$ cat config.mk
export PLATFORM = sky130hd
export DESIGN_NAME = positional_list_engine_core
export DESIGN_NICKNAME = d
export VERILOG_FILES = /design/src/rtl/plist_pkg.sv /design/src/rtl/plist_ram.sv /design/src/rtl/positional_list_engine_core.sv
export SDC_FILE = /design/constraint.sdc
export NUM_CORES = 2
export LEC_CHECK = 0
export BUFFER_PORTS_ARGS = -buffer_cell sky130_fd_sc_hd__buf_2
export CORE_ASPECT_RATIO = 0.5
export CORE_UTILIZATION = 50
export DETAILED_ROUTE_END_ITERATION = 10
export PLACE_DENSITY = 0.73
export SLEW_MARGIN = 20
export SYNTH_ARGS = -nofsm -noshare
export SYNTH_HDL_FRONTEND = slang
export SYNTH_SLANG_ARGS = --single-unit
export TNS_END_PERCENT = 50
$ cat constraint.sdc
create_clock -name clk -period 8.6 [get_ports clk]
set_clock_uncertainty 0.2 [all_clocks]
set_input_delay 1.72 -clock clk [delete_from_list [all_inputs] [get_ports clk]]
set_output_delay 1.72 -clock clk [all_outputs]
set_load 0.05 [all_outputs]
$ cat src/rtl/plist_pkg.sv
// Shared types, codes and size constants for the positional list engine.
`timescale 1ns / 1ps

package plist_pkg;

    // Default number of slots in the store
    localparam int CAPACITY_DEF = 32;

    // Fixed field widths
    localparam int OP_W     = 3;
    localparam int VALUE_W  = 32;
    localparam int POS_W    = 6;
    localparam int STATUS_W = 2;
    localparam int COUNT_W  = 6;

    // Operation codes
    localparam logic [OP_W-1:0] OP_INS_FRONT = 3'd0;
    localparam logic [OP_W-1:0] OP_INS_BACK  = 3'd1;
    localparam logic [OP_W-1:0] OP_INS_AT    = 3'd2;
    localparam logic [OP_W-1:0] OP_DEL_FRONT = 3'd3;
    localparam logic [OP_W-1:0] OP_DEL_BACK  = 3'd4;
    localparam logic [OP_W-1:0] OP_DEL_AT    = 3'd5;
    localparam logic [OP_W-1:0] OP_DUMP      = 3'd6;

    // Status codes
    localparam logic [STATUS_W-1:0] STATUS_OK    = 2'd0;
    localparam logic [STATUS_W-1:0] STATUS_RANGE = 2'd1;
    localparam logic [STATUS_W-1:0] STATUS_FULL  = 2'd2;
    localparam logic [STATUS_W-1:0] STATUS_EMPTY = 2'd3;

    // Command beat
    typedef struct packed {
        logic [OP_W-1:0]           operation;
        logic signed [VALUE_W-1:0] value;
        logic [POS_W-1:0]          position;
    } plist_request_t;

    // Result beat
    typedef struct packed {
        logic [STATUS_W-1:0]       status;
        logic [COUNT_W-1:0]        element_count;
        logic signed [VALUE_W-1:0] element_value;
        logic                      element_valid;
        logic                      last;
    } plist_result_t;

endpackage

$ cat src/rtl/plist_ram.sv
// Generic single-write, single-read RAM with registered read data.
`timescale 1ns / 1ps

module plist_ram #(
    parameter int WIDTH = 32,
    parameter int DEPTH = 32
) (
    input  logic                     clk,
    input  logic                     we,
    input  logic [$clog2(DEPTH)-1:0] waddr,
    input  logic [WIDTH-1:0]         wdata,
    input  logic [$clog2(DEPTH)-1:0] raddr,
    output logic [WIDTH-1:0]         rdata
);

    logic [WIDTH-1:0] mem [DEPTH];

    // Write port
    always_ff @(posedge clk)
    begin
        if (we)
        begin
            mem[waddr] <= wdata;
        end
    end

    // Registered read port
    always_ff @(posedge clk)
    begin
        rdata <= mem[raddr];
    end

endmodule

$ cat src/rtl/positional_list_engine_core.sv
// Top level: sequencer, link walker and slot stores of the positional list engine.
//
//  Channel   Handshake                 Payload            Direction
//  command   start, busy               request            in  (taken when start & !busy)
//  result    result_valid (strobe)     result             out (each beat valid for a single cycle)
//
// A command is taken on a clock edge with start high and busy low; busy then stays high
// until the edge that registers the final result beat. Errors, insert into an empty list,
// empty dump and unused codes end in the decode state. Insert at the front starts from the
// tail; insert at p >= 2 (back is count + 1) walks from the head to the predecessor; both
// then link the new slot in. Delete at p (front is 1, back is count) walks from the head to
// the target. Dump walks from the head, one beat per element. The link walker follows one
// next pointer per cycle through the registered read port of the link store.
// Reset clears head, tail, count and the free-stack pointers; the slot stores need no
// clearing. Result beats cannot be held off by the receiver.
`timescale 1ns / 1ps

module positional_list_engine_core #(
    parameter int CAPACITY = plist_pkg::CAPACITY_DEF
) (
    input  logic                     clk,
    input  logic                     rst_n,
    input  logic                     start,
    output logic                     busy,
    input  plist_pkg::plist_request_t request,
    output logic                     result_valid,
    output plist_pkg::plist_result_t result
);

    import plist_pkg::*;

    localparam int IDX_W  = $clog2(CAPACITY);
    localparam int CNT_W  = $clog2(CAPACITY + 1);
    localparam int CMP_RW = $clog2(CAPACITY + 2);
    localparam int CMP_W  = (POS_W > CMP_RW) ? POS_W : CMP_RW;

    typedef enum logic [2:0] {
        ST_IDLE,
        ST_DECODE,
        ST_WALK,
        ST_LINK,
        ST_DUMP
    } state_t;

    state_t                state_reg, state_next;
    logic [OP_W-1:0]       op_reg, op_next;
    logic [VALUE_W-1:0]    value_reg, value_next;
    logic [POS_W-1:0]      pos_reg, pos_next;
    logic [IDX_W-1:0]      head_reg, head_next;
    logic [IDX_W-1:0]      tail_reg, tail_next;
    logic [IDX_W-1:0]      cur_reg, cur_next;
    logic [IDX_W-1:0]      steps_reg, steps_next;
    logic [IDX_W-1:0]      pred_reg, pred_next;
    logic [IDX_W-1:0]      succ_reg, succ_next;
    logic [CNT_W-1:0]      count_reg, count_next;
    logic [CNT_W-1:0]      top_reg, top_next;
    logic [CNT_W-1:0]      lwm_reg, lwm_next;
    plist_result_t         result_reg, result_next;
    logic                  result_valid_reg, result_valid_next;

    // Store ports
    logic [IDX_W-1:0]      rd_addr;
    logic                  val_we, nxt_we, prv_we, free_we;
    logic [IDX_W-1:0]      val_waddr, nxt_waddr, prv_waddr, free_waddr;
    logic [VALUE_W-1:0]    val_wdata, val_rdata;
    logic [IDX_W-1:0]      nxt_wdata, nxt_rdata;
    logic [IDX_W-1:0]      prv_wdata, prv_rdata;
    logic [IDX_W-1:0]      free_wdata, free_rdata, free_raddr;

    // Decode helpers
    logic                  is_insert, is_delete;
    logic [CMP_W-1:0]      cnt_ext, pos_eff;
    logic                  ins_range_bad, del_range_bad, list_full, list_empty;
    logic [CNT_W-1:0]      top_m1;
    logic                  fresh;
    logic [IDX_W-1:0]      slot_new;

    // Slot stores and free-slot stack
    plist_ram #(.WIDTH(VALUE_W), .DEPTH(CAPACITY)) u_val_ram (
        .clk   (clk),
        .we    (val_we),
        .waddr (val_waddr),
        .wdata (val_wdata),
        .raddr (rd_addr),
        .rdata (val_rdata)
    );

    plist_ram #(.WIDTH(IDX_W), .DEPTH(CAPACITY)) u_nxt_ram (
        .clk   (clk),
        .we    (nxt_we),
        .waddr (nxt_waddr),
        .wdata (nxt_wdata),
        .raddr (rd_addr),
        .rdata (nxt_rdata)
    );

    plist_ram #(.WIDTH(IDX_W), .DEPTH(CAPACITY)) u_prv_ram (
        .clk   (clk),
        .we    (prv_we),
        .waddr (prv_waddr),
        .wdata (prv_wdata),
        .raddr (rd_addr),
        .rdata (prv_rdata)
    );

    plist_ram #(.WIDTH(IDX_W), .DEPTH(CAPACITY)) u_free_ram (
        .clk   (clk),
        .we    (free_we),
        .waddr (free_waddr),
        .wdata (free_wdata),
        .raddr (free_raddr),
        .rdata (free_rdata)
    );

    // Operation class and effective position
    assign is_insert = op_reg inside {OP_INS_FRONT, OP_INS_BACK, OP_INS_AT};
    assign is_delete = op_reg inside {OP_DEL_FRONT, OP_DEL_BACK, OP_DEL_AT};
    assign cnt_ext   = CMP_W'(count_reg);

    always_comb
    begin
        case (op_reg)
            OP_INS_FRONT, OP_DEL_FRONT: pos_eff = CMP_W'(1);
            OP_INS_BACK:                pos_eff = cnt_ext + CMP_W'(1);
            OP_DEL_BACK:                pos_eff = cnt_ext;
            default:                    pos_eff = CMP_W'(pos_reg);
        endcase
    end

    assign ins_range_bad = (pos_eff == '0) || (pos_eff > cnt_ext + CMP_W'(1));
    assign del_range_bad = (pos_eff == '0) || (pos_eff > cnt_ext);
    assign list_full     = (count_reg == CNT_W'(CAPACITY));
    assign list_empty    = (count_reg == '0);

    // Free stack pop: entries below the low-water mark were never pushed, so their index is used as the slot
    assign top_m1     = top_reg - CNT_W'(1);
    assign fresh      = (top_m1 < lwm_reg);
    assign free_raddr = IDX_W'(top_m1);
    assign slot_new   = fresh ? IDX_W'(top_m1) : free_rdata;

    // Sequencer
    always_comb
    begin
        state_next        = state_reg;
        op_next           = op_reg;
        value_next        = value_reg;
        pos_next          = pos_reg;
        head_next         = head_reg;
        tail_next         = tail_reg;
        cur_next          = cur_reg;
        steps_next        = steps_reg;
        pred_next         = pred_reg;
        succ_next         = succ_reg;
        count_next        = count_reg;
        top_next          = top_reg;
        lwm_next          = lwm_reg;
        result_next       = '0;
        result_valid_next = 1'b0;

        rd_addr    = cur_reg;
        val_we     = 1'b0;
        val_waddr  = slot_new;
        val_wdata  = value_reg;
        nxt_we     = 1'b0;
        nxt_waddr  = slot_new;
        nxt_wdata  = slot_new;
        prv_we     = 1'b0;
        prv_waddr  = slot_new;
        prv_wdata  = slot_new;
        free_we    = 1'b0;
        free_waddr = IDX_W'(top_reg);
        free_wdata = cur_reg;

        case (state_reg)
            ST_IDLE:
            begin
                if (start)
                begin
                    op_next    = request.operation;
                    value_next = request.value;
                    pos_next   = request.position;
                    state_next = ST_DECODE;
                end
            end

            ST_DECODE:
            begin
                if (is_insert)
                begin
                    if (ins_range_bad)
                    begin
                        result_next.status = STATUS_RANGE;
                        result_next.last   = 1'b1;
                        result_valid_next  = 1'b1;
                        state_next         = ST_IDLE;
                    end
                    else if (list_full)
                    begin
                        result_next.status = STATUS_FULL;
                        result_next.last   = 1'b1;
                        result_valid_next  = 1'b1;
                        state_next         = ST_IDLE;
                    end
                    else if (list_empty)
                    begin
                        // First element links to itself
                        val_we     = 1'b1;
                        nxt_we     = 1'b1;
                        prv_we     = 1'b1;
                        head_next  = slot_new;
                        tail_next  = slot_new;
                        count_next = count_reg + CNT_W'(1);
                        top_next   = top_m1;
                        if (fresh)
                        begin
                            lwm_next = top_m1;
                        end
                        result_next.status = STATUS_OK;
                        result_next.last   = 1'b1;
                        result_valid_next  = 1'b1;
                        state_next         = ST_IDLE;
                    end
                    else
                    begin
                        // Find the predecessor: tail for the front, else walk from head
                        if (pos_eff == CMP_W'(1))
                        begin
                            rd_addr    = tail_reg;
                            cur_next   = tail_reg;
                            steps_next = '0;
                        end
                        else
                        begin
                            rd_addr    = head_reg;
                            cur_next   = head_reg;
                            steps_next = IDX_W'(pos_eff - CMP_W'(2));
                        end
                        state_next = ST_WALK;
                    end
                end
                else if (is_delete)
                begin
                    if (list_empty)
                    begin
                        result_next.status = STATUS_EMPTY;
                        result_next.last   = 1'b1;
                        result_valid_next  = 1'b1;
                        state_next         = ST_IDLE;
                    end
                    else if (del_range_bad)
                    begin
                        result_next.status = STATUS_RANGE;
                        result_next.last   = 1'b1;
                        result_valid_next  = 1'b1;
                        state_next         = ST_IDLE;
                    end
                    else
                    begin
                        rd_addr    = head_reg;
                        cur_next   = head_reg;
                        steps_next = IDX_W'(pos_eff - CMP_W'(1));
                        state_next = ST_WALK;
                    end
                end
                else if (op_reg == OP_DUMP && !list_empty)
                begin
                    rd_addr    = head_reg;
                    cur_next   = head_reg;
                    steps_next = IDX_W'(count_reg - CNT_W'(1));
                    state_next = ST_DUMP;
                end
                else
                begin
                    // Empty dump or unused code: single plain beat
                    result_next.status = STATUS_OK;
                    result_next.last   = 1'b1;
                    result_valid_next  = 1'b1;
                    state_next         = ST_IDLE;
                end
            end

            ST_WALK:
            begin
                if (steps_reg != '0)
                begin
                    // One link per cycle
                    rd_addr    = nxt_rdata;
                    cur_next   = nxt_rdata;
                    steps_next = steps_reg - IDX_W'(1);
                end
                else if (is_insert)
                begin
                    // New slot takes value and links to pred and succ
                    pred_next = cur_reg;
                    succ_next = nxt_rdata;
                    val_we    = 1'b1;
                    nxt_we    = 1'b1;
                    nxt_wdata = nxt_rdata;
                    prv_we    = 1'b1;
                    prv_wdata = cur_reg;
                    state_next = ST_LINK;
                end
                else
                begin
                    // Unlink the target and return its slot
                    if (count_reg == CNT_W'(1))
                    begin
                        head_next = '0;
                        tail_next = '0;
                    end
                    else
                    begin
                        nxt_we    = 1'b1;
                        nxt_waddr = prv_rdata;
                        nxt_wdata = nxt_rdata;
                        prv_we    = 1'b1;
                        prv_waddr = nxt_rdata;
                        prv_wdata = prv_rdata;
                        if (cur_reg == head_reg)
                        begin
                            head_next = nxt_rdata;
                        end
                        if (cur_reg == tail_reg)
                        begin
                            tail_next = prv_rdata;
                        end
                    end
                    free_we    = 1'b1;
                    top_next   = top_reg + CNT_W'(1);
                    count_next = count_reg - CNT_W'(1);
                    result_next.status = STATUS_OK;
                    result_next.last   = 1'b1;
                    result_valid_next  = 1'b1;
                    state_next         = ST_IDLE;
                end
            end

            ST_LINK:
            begin
                // Neighbors point at the new slot
                nxt_we    = 1'b1;
                nxt_waddr = pred_reg;
                nxt_wdata = slot_new;
                prv_we    = 1'b1;
                prv_waddr = succ_reg;
                prv_wdata = slot_new;
                if (pos_eff == CMP_W'(1))
                begin
                    head_next = slot_new;
                end
                if (pos_eff == cnt_ext + CMP_W'(1))
                begin
                    tail_next = slot_new;
                end
                count_next = count_reg + CNT_W'(1);
                top_next   = top_m1;
                if (fresh)
                begin
                    lwm_next = top_m1;
                end
                result_next.status = STATUS_OK;
                result_next.last   = 1'b1;
                result_valid_next  = 1'b1;
                state_next         = ST_IDLE;
            end

            ST_DUMP:
            begin
                // One element beat per cycle
                result_next.status        = STATUS_OK;
                result_next.element_value = val_rdata;
                result_next.element_valid = 1'b1;
                result_valid_next         = 1'b1;
                if (steps_reg == '0)
                begin
                    result_next.last = 1'b1;
                    state_next       = ST_IDLE;
                end
                else
                begin
                    rd_addr    = nxt_rdata;
                    cur_next   = nxt_rdata;
                    steps_next = steps_reg - IDX_W'(1);
                end
            end

            default:
            begin
                state_next = ST_IDLE;
            end
        endcase

        result_next.element_count = COUNT_W'(count_next);
    end

    // State and registered outputs
    always_ff @(posedge clk or negedge rst_n)
    begin
        if (!rst_n)
        begin
            state_reg        <= ST_IDLE;
            op_reg           <= '0;
            value_reg        <= '0;
            pos_reg          <= '0;
            head_reg         <= '0;
            tail_reg         <= '0;
            cur_reg          <= '0;
            steps_reg        <= '0;
            pred_reg         <= '0;
            succ_reg         <= '0;
            count_reg        <= '0;
            top_reg          <= CNT_W'(CAPACITY);
            lwm_reg          <= CNT_W'(CAPACITY);
            result_reg       <= '0;
            result_valid_reg <= 1'b0;
        end
        else
        begin
            state_reg        <= state_next;
            op_reg           <= op_next;
            value_reg        <= value_next;
            pos_reg          <= pos_next;
            head_reg         <= head_next;
            tail_reg         <= tail_next;
            cur_reg          <= cur_next;
            steps_reg        <= steps_next;
            pred_reg         <= pred_next;
            succ_reg         <= succ_next;
            count_reg        <= count_next;
            top_reg          <= top_next;
            lwm_reg          <= lwm_next;
            result_reg       <= result_next;
            result_valid_reg <= result_valid_next;
        end
    end

    assign busy         = (state_reg != ST_IDLE);
    assign result_valid = result_valid_reg;
    assign result       = result_reg;

endmodule

======== After elaboration in Yosys (flattened, before gate mapping) ========
Memory sizes are Yosys's and may differ from the RTL's. A register that Yosys moved wholly into a read port is not among the register bits.
Index checks and enable logic that the tools add are counted.
W data, S select, Z words.
storage, ports and cells
  logic and storage cells ................. 222
  bits in registers ....................... 129
  memory bits (writable) .................. 1504
  output and inout bits ................... 44
  bits of input ports ..................... 44
  memories kept ........................... 4
operators by class
  bitwise logic cells ..................... 1
  multiplexer cells ....................... 127
  eq/ne operators ......................... 36
  add/sub/neg operators ................... 7
  order comparisons ....................... 3
  reductions and logical operators ........ 26
memory list
  name            words  bits a word  read ports  clocked after Yosys merged registers in  write ports  line             source
  u_val_ram.mem   32     32           1           1                                        1            plist_ram.sv:16  logic [WIDTH-1:0] mem [DEPTH];
  u_free_ram.mem  32     5            1           1                                        1            plist_ram.sv:16
  u_nxt_ram.mem   32     5            1           1                                        1            plist_ram.sv:16
  u_prv_ram.mem   32     5            1           1                                        1            plist_ram.sv:16
operator list
  cell                   number
  $mux W5                49
  $mux W6                17
  $pmux W5 S3            4
  $pmux W6 S3            3
  $mux W33               1
  $mux W1                27
  $reduce_and A9 Y1      3
  $mux W2                12
  $ne A2 B2 Y1 const B   12
  $pmux W5 S2            2
  $mux W3                6
  $ne A3 B3 Y1 const B   6
  $reduce_bool A3 Y1     5
  $add A6 B1 Y6 const B  2
  $eq A3 B2 Y1 const B   4
  $eq A3 B3 Y1 const B   4
  $eq A6 B1 Y1 const B   2
  $gt A6 B6 Y1           2
  $logic_not A6 Y1       2
  $pmux W3 S4            1
  $pmux W6 S2            1
  $sub A6 B1 Y6 const B  2
  $eq A5 B5 Y1           2
  $sub A5 B1 Y5 const B  2
  22 further kinds       29

======== Depth between registers and ports, before layout ========
  depth after elaboration ................. 10
  gate-level depth with buffers ........... 21
  depth with buffers taken out ............ 18

======== Hierarchy ========
From an unflattened synthesis, not the netlist that was laid out.
unflattened totals
  cells, all modules ...................... 3812
  area total of the unflattened synthesis .. 66837.9 um^2
modules (own cells, without submodules)
  module                       times used  area each (um^2)  cells an instance  sequential area each (um^2)
  plist_ram (u_val_ram)        1           40492.6           2260               31390.1
  plist_ram (u_free_ram ...)   3           6344.8            277                4904.7
  positional_list_engine_core  1           7310.8            721                3230.6

======== Least setup slack after synthesis ========
Ideal clock, no wire load.
  path type ............................... register to register
  start point ............................. register result[34] (netlist name)
  end point ............................... memory u_val_ram.mem[24][0] (enable)
  path buffers ............................ 1
  setup slack ............................. 2647 ps
  setup time .............................. 421 ps
  clock period less this slack ............ 5953 ps
  cell stages (with the launch flop) ...... 15
  data required time ...................... 7979 ps
  arrival ................................. 5332 ps
  path through ............................ dfrtp_1 > ha_1 > nand3_1 > a21boi_0 > o21ai_0 > ha_1 > and3_1 > a21boi_0 > o31ai_1 > o41a_1 > nand3_1 > a21oi_1 > or3b_2 > clkbuf_1 > nor2_1
RTL lines
  element    line
  to (decl)  plist_ram.sv:16

======== Worst setup path after layout ========
  start point ............................. register op_reg[0]
  end point ............................... register u_val_ram.rdata[13] (read register of u_val_ram.mem)
on the way
  longest elaborated chain between the ends .. 10
  elaborated cells on any way between the ends .. 28
  those cells by class .................... 2 x order compare; 7 x eq/ne; 11 x mux; 8 x reduce/logical
RTL lines
  element                                           line                                                                                                        source
  from (decl)                                       positional_list_engine_core.sv:46                                                                           logic [OP_W-1:0] op_reg, op_next;
  from (signal assigned)                            positional_list_engine_core.sv:420                                                                          op_reg <= op_next;
  $eq A3 B2 Y1 or $logic_not A3 Y1 (tied branches)  positional_list_engine_core.sv:117, positional_list_engine_core.sv:122, positional_list_engine_core.sv:116
  $reduce_or A2 Y1                                  positional_list_engine_core.sv:122                                                                          case (op_reg)
  $pmux W6 S3                                       positional_list_engine_core.sv:122
  $gt A6 B6 Y1 (tied with other cells)              positional_list_engine_core.sv:131                                                                          assign del_range_bad = (pos_eff == '0) || (pos_eff > cnt_ext);
  $logic_or A1 B1 Y1 or $mux W5 (tied branches)     positional_list_engine_core.sv:131, positional_list_engine_core.sv:226
  $mux W5 (on tied branches) (3 in series)          --
  $mux W5 (*)                                       --
  $pmux W5 S3 (*)                                   --
  to (decl)                                         plist_ram.sv:13                                                                                             output logic [WIDTH-1:0] rdata
Mark *: on every way between the ends. The rest lies on a longest branch, timed or not.
A chain may end at the register's enable or synchronous reset.

==> out/metrics.yaml <==
outcome:
  status: "finished clean"
logic_synthesis:
  synthFlopType: "edfxtp_1"
  syn_area_per_cell_um2: 14.0
  yosys_warnings: 0
  synth_top_area_cell: "edfxtp_1"
  synth.top_cell.area_share: 0.667
  ys_async_sr_fraction: 0.0768
  netlist_area_mm2: 0.0678
  yosysSeqAreaShare: 0.728
  synth-seq-cells: 1680
  synthCells: 4838
  synth.net_count: 4912
  synth.area.top_cells: "edfxtp_1 67%, dfrtp_1 4.7%, nand2_1 4.4%"
  synth_cell_type_count: 85
  synth-edff-count: 1504
flow_run:
  maxCapViolCount: 0
critical_path:
  reg2reg_slack_ps: 1520
  startpoint_type: "flop"
  worstPathArrival_ps: 7500
  crit_type: "reg -> reg"
  path_delay_family: "compound AO/OA/AOI/OAI gates"
  cp_cell_sequence: "nor2b_1 > a21boi_0 > o21ai_0 > ha_1 > nand2_1 > nand3_1 > o311a_1 > a211oi_1 > o22a_1 > o2111a_1 > nor2_4 > buf_4 > inv_8 > buf_4 > a211oi_1 > a311oi_1 > a211oi_1 > a211oi_1"
  cp_slowest_cell: "dfrtp_1"
  path_buf_inv: 3
  crit_top_cell: "a211oi_1"
  cp_max_fo: 120
  required_ps: 9020
  critical-path-max-stage-delay_ps: 750
  endpoint_kind: "flop"
drt:
  drc: 0
  ant_nets: 0
  drt-total-wl_um: 182000
  vias_per_cell: 6.48
  routedWlPerCell_um: 26.9
  drtPass1Iterations: 7
  drt_iter0_markers: 6447
  dr_total_vias: 43600
cts:
  cts_resized: 0
  holdBufCountCts: 0
  cts_buffer_depth: 3
  cts_tree: "yes"
  htree_levels: 4
  postCtsSetupBuffers: 0
  path_clk_slew_ps: 70
  ctsRootBufferMaster: "clkbuf_16"
  clock_sinks: 1680
  numCtsBuffers: 144
  insertion_delay_ps: 790
place:
  hpwl_um: 101000
  gp_congestion: 0.874
  io_buffers: 87
  dpl_cell_area_mm2: 0.0703
cells_and_area:
  area_delta_synth_final_pct: 10.7
  mostFrequentLayoutCells: "1504 x edfxtp_1, 787 x nand2_1, 378 x a211oi_1"
  top_register: "u_val_ram.mem"
  largest_reg_flops: 1024
  final_common_cell: "edfxtp_1"
  nets: 4890
  fill_cells: 10300
  drive_gt1_frac: 0.122
  stdcell_area_mm2: 0.0750
grt:
  grt_max_degree: 155
  grt.overflow.total: 0
  antenna_found_initial: 15
  grtUsageTotal: 0.262
  grt_pass1_vias: 42300
  grt_pass1_wl_um: 269000
sta:
  hold_viol: 0
  whs_ps: 266
  tightest_slew_ps: 1170
  tns_ps: 0
  max_freq_mhz: 141
  rsz0062_at_grt: "no"
  report.final.slew_viol_count: 0
  period_needed_ps: 7080
  setup_viol: 0
  slew_headroom: 0.223
  fin_crit_sh: 0.823
floorplanning:
  start_util: 0.504
  rows: 95
  coreArea_mm2: 0.134
  die_area_mm2: 0.137
  die_w_um: 523
  die_y_um: 262
  ios: 88
worst_hold_path:
  min_path_type: "reg -> reg"
-- metrics by stage --
stage,setup slack [ps],instances,utilization
3_5_place_dp,1720,6463,0.523
2_1_floorplan,2650,4838,-
3_3_place_gp,1850,6462,0.523
6_report,1520,6736,0.559
4_1_cts,1700,6729,0.558
5_1_grt,1160,6734,0.559
-- Yosys cell counts, types with 11 or more instances --
cell and count:
edfxtp_1 1504, nand2_1 790, a211oi_1 378, and3_1 293, clkbuf_1 214, a31oi_1 208, nor2_1 196, a21oi_1 192
dfrtp_1 127, nand3_1 123, buf_2 120, o22ai_1 101, a22oi_1 57, mux2_2 57, mux4_2 50, dfxtp_1 47
a311oi_1 42, inv_1 35, o21ai_0 34, ha_1 30, xnor2_1 25, nor3_1 19, nor2b_1 13, buf_1 11
-- cell type report --
type,count,area (um^2),area share
flip-flops and latches,1680,49300,0.658
multi-input cells,2763,17200,0.229
clock buffers,187,3930,0.0523
well taps,1794,2240,0.0299
repair buffers,187,1370,0.0183
clock inverters,79,796,0.0106
inverters,40,165,0.00220
diodes,6,15.0,0.000200
-- path summary, 6_finish.rpt --
kind | depth (start not counted) | to | startpoint
setup / recovery | 18 | u_val_ram.rdata[13] | op_reg[0]
hold / removal | 1 | result[26] | u_val_ram.rdata[24]
setup reg to reg | 18 | u_val_ram.rdata[13] | op_reg[0]
hold reg to reg | 1 | result[26] | u_val_ram.rdata[24]
max in group asynchronous | 2 | top_reg[0] | rst_n
min in group asynchronous | 1 | val_wdata[17] | rst_n
-- cells by family (layout without fill, tap and decap cells) --
group,count (synthesis),in the layout,share of synthesized area
buffers and inverters,395,493,0.0248
muxes,118,118,0.0278
DFF,1680,1680,0.728
other,0,6,0
adders and majority gates,30,30,0.00554
xor gates and xnor gates,35,35,0.00452
AOI/OAI and AO/OA,1099,1099,0.110
and+or+nand+nor,1481,1481,0.0988
-- routing by layer --
layer / track usage / routed length (um)
met1: 0.369 / 71100
met2: 0.405 / 83600
met3: 0.0529 / 20700
met4: 0.0976 / 6080
met5: 0 / 26
-- worst reg2reg max path: stages, from the launching register on --
cell,delay [ps]
dfrtp_1,750
nor2b_1,490
a21boi_0,240
o21ai_0,540
ha_1,350
nand2_1,110
nand3_1,110
o311a_1,160
a211oi_1,560
o22a_1,350
o2111a_1,330
nor2_4,40
buf_4,260
inv_8,640
buf_4,630
a211oi_1,160
a311oi_1,330
a211oi_1,120
a211oi_1,560
Power is left out: the tool's default activity adds up to more than one toggle a clock period on the data nets, which glitch-free logic cannot reach.
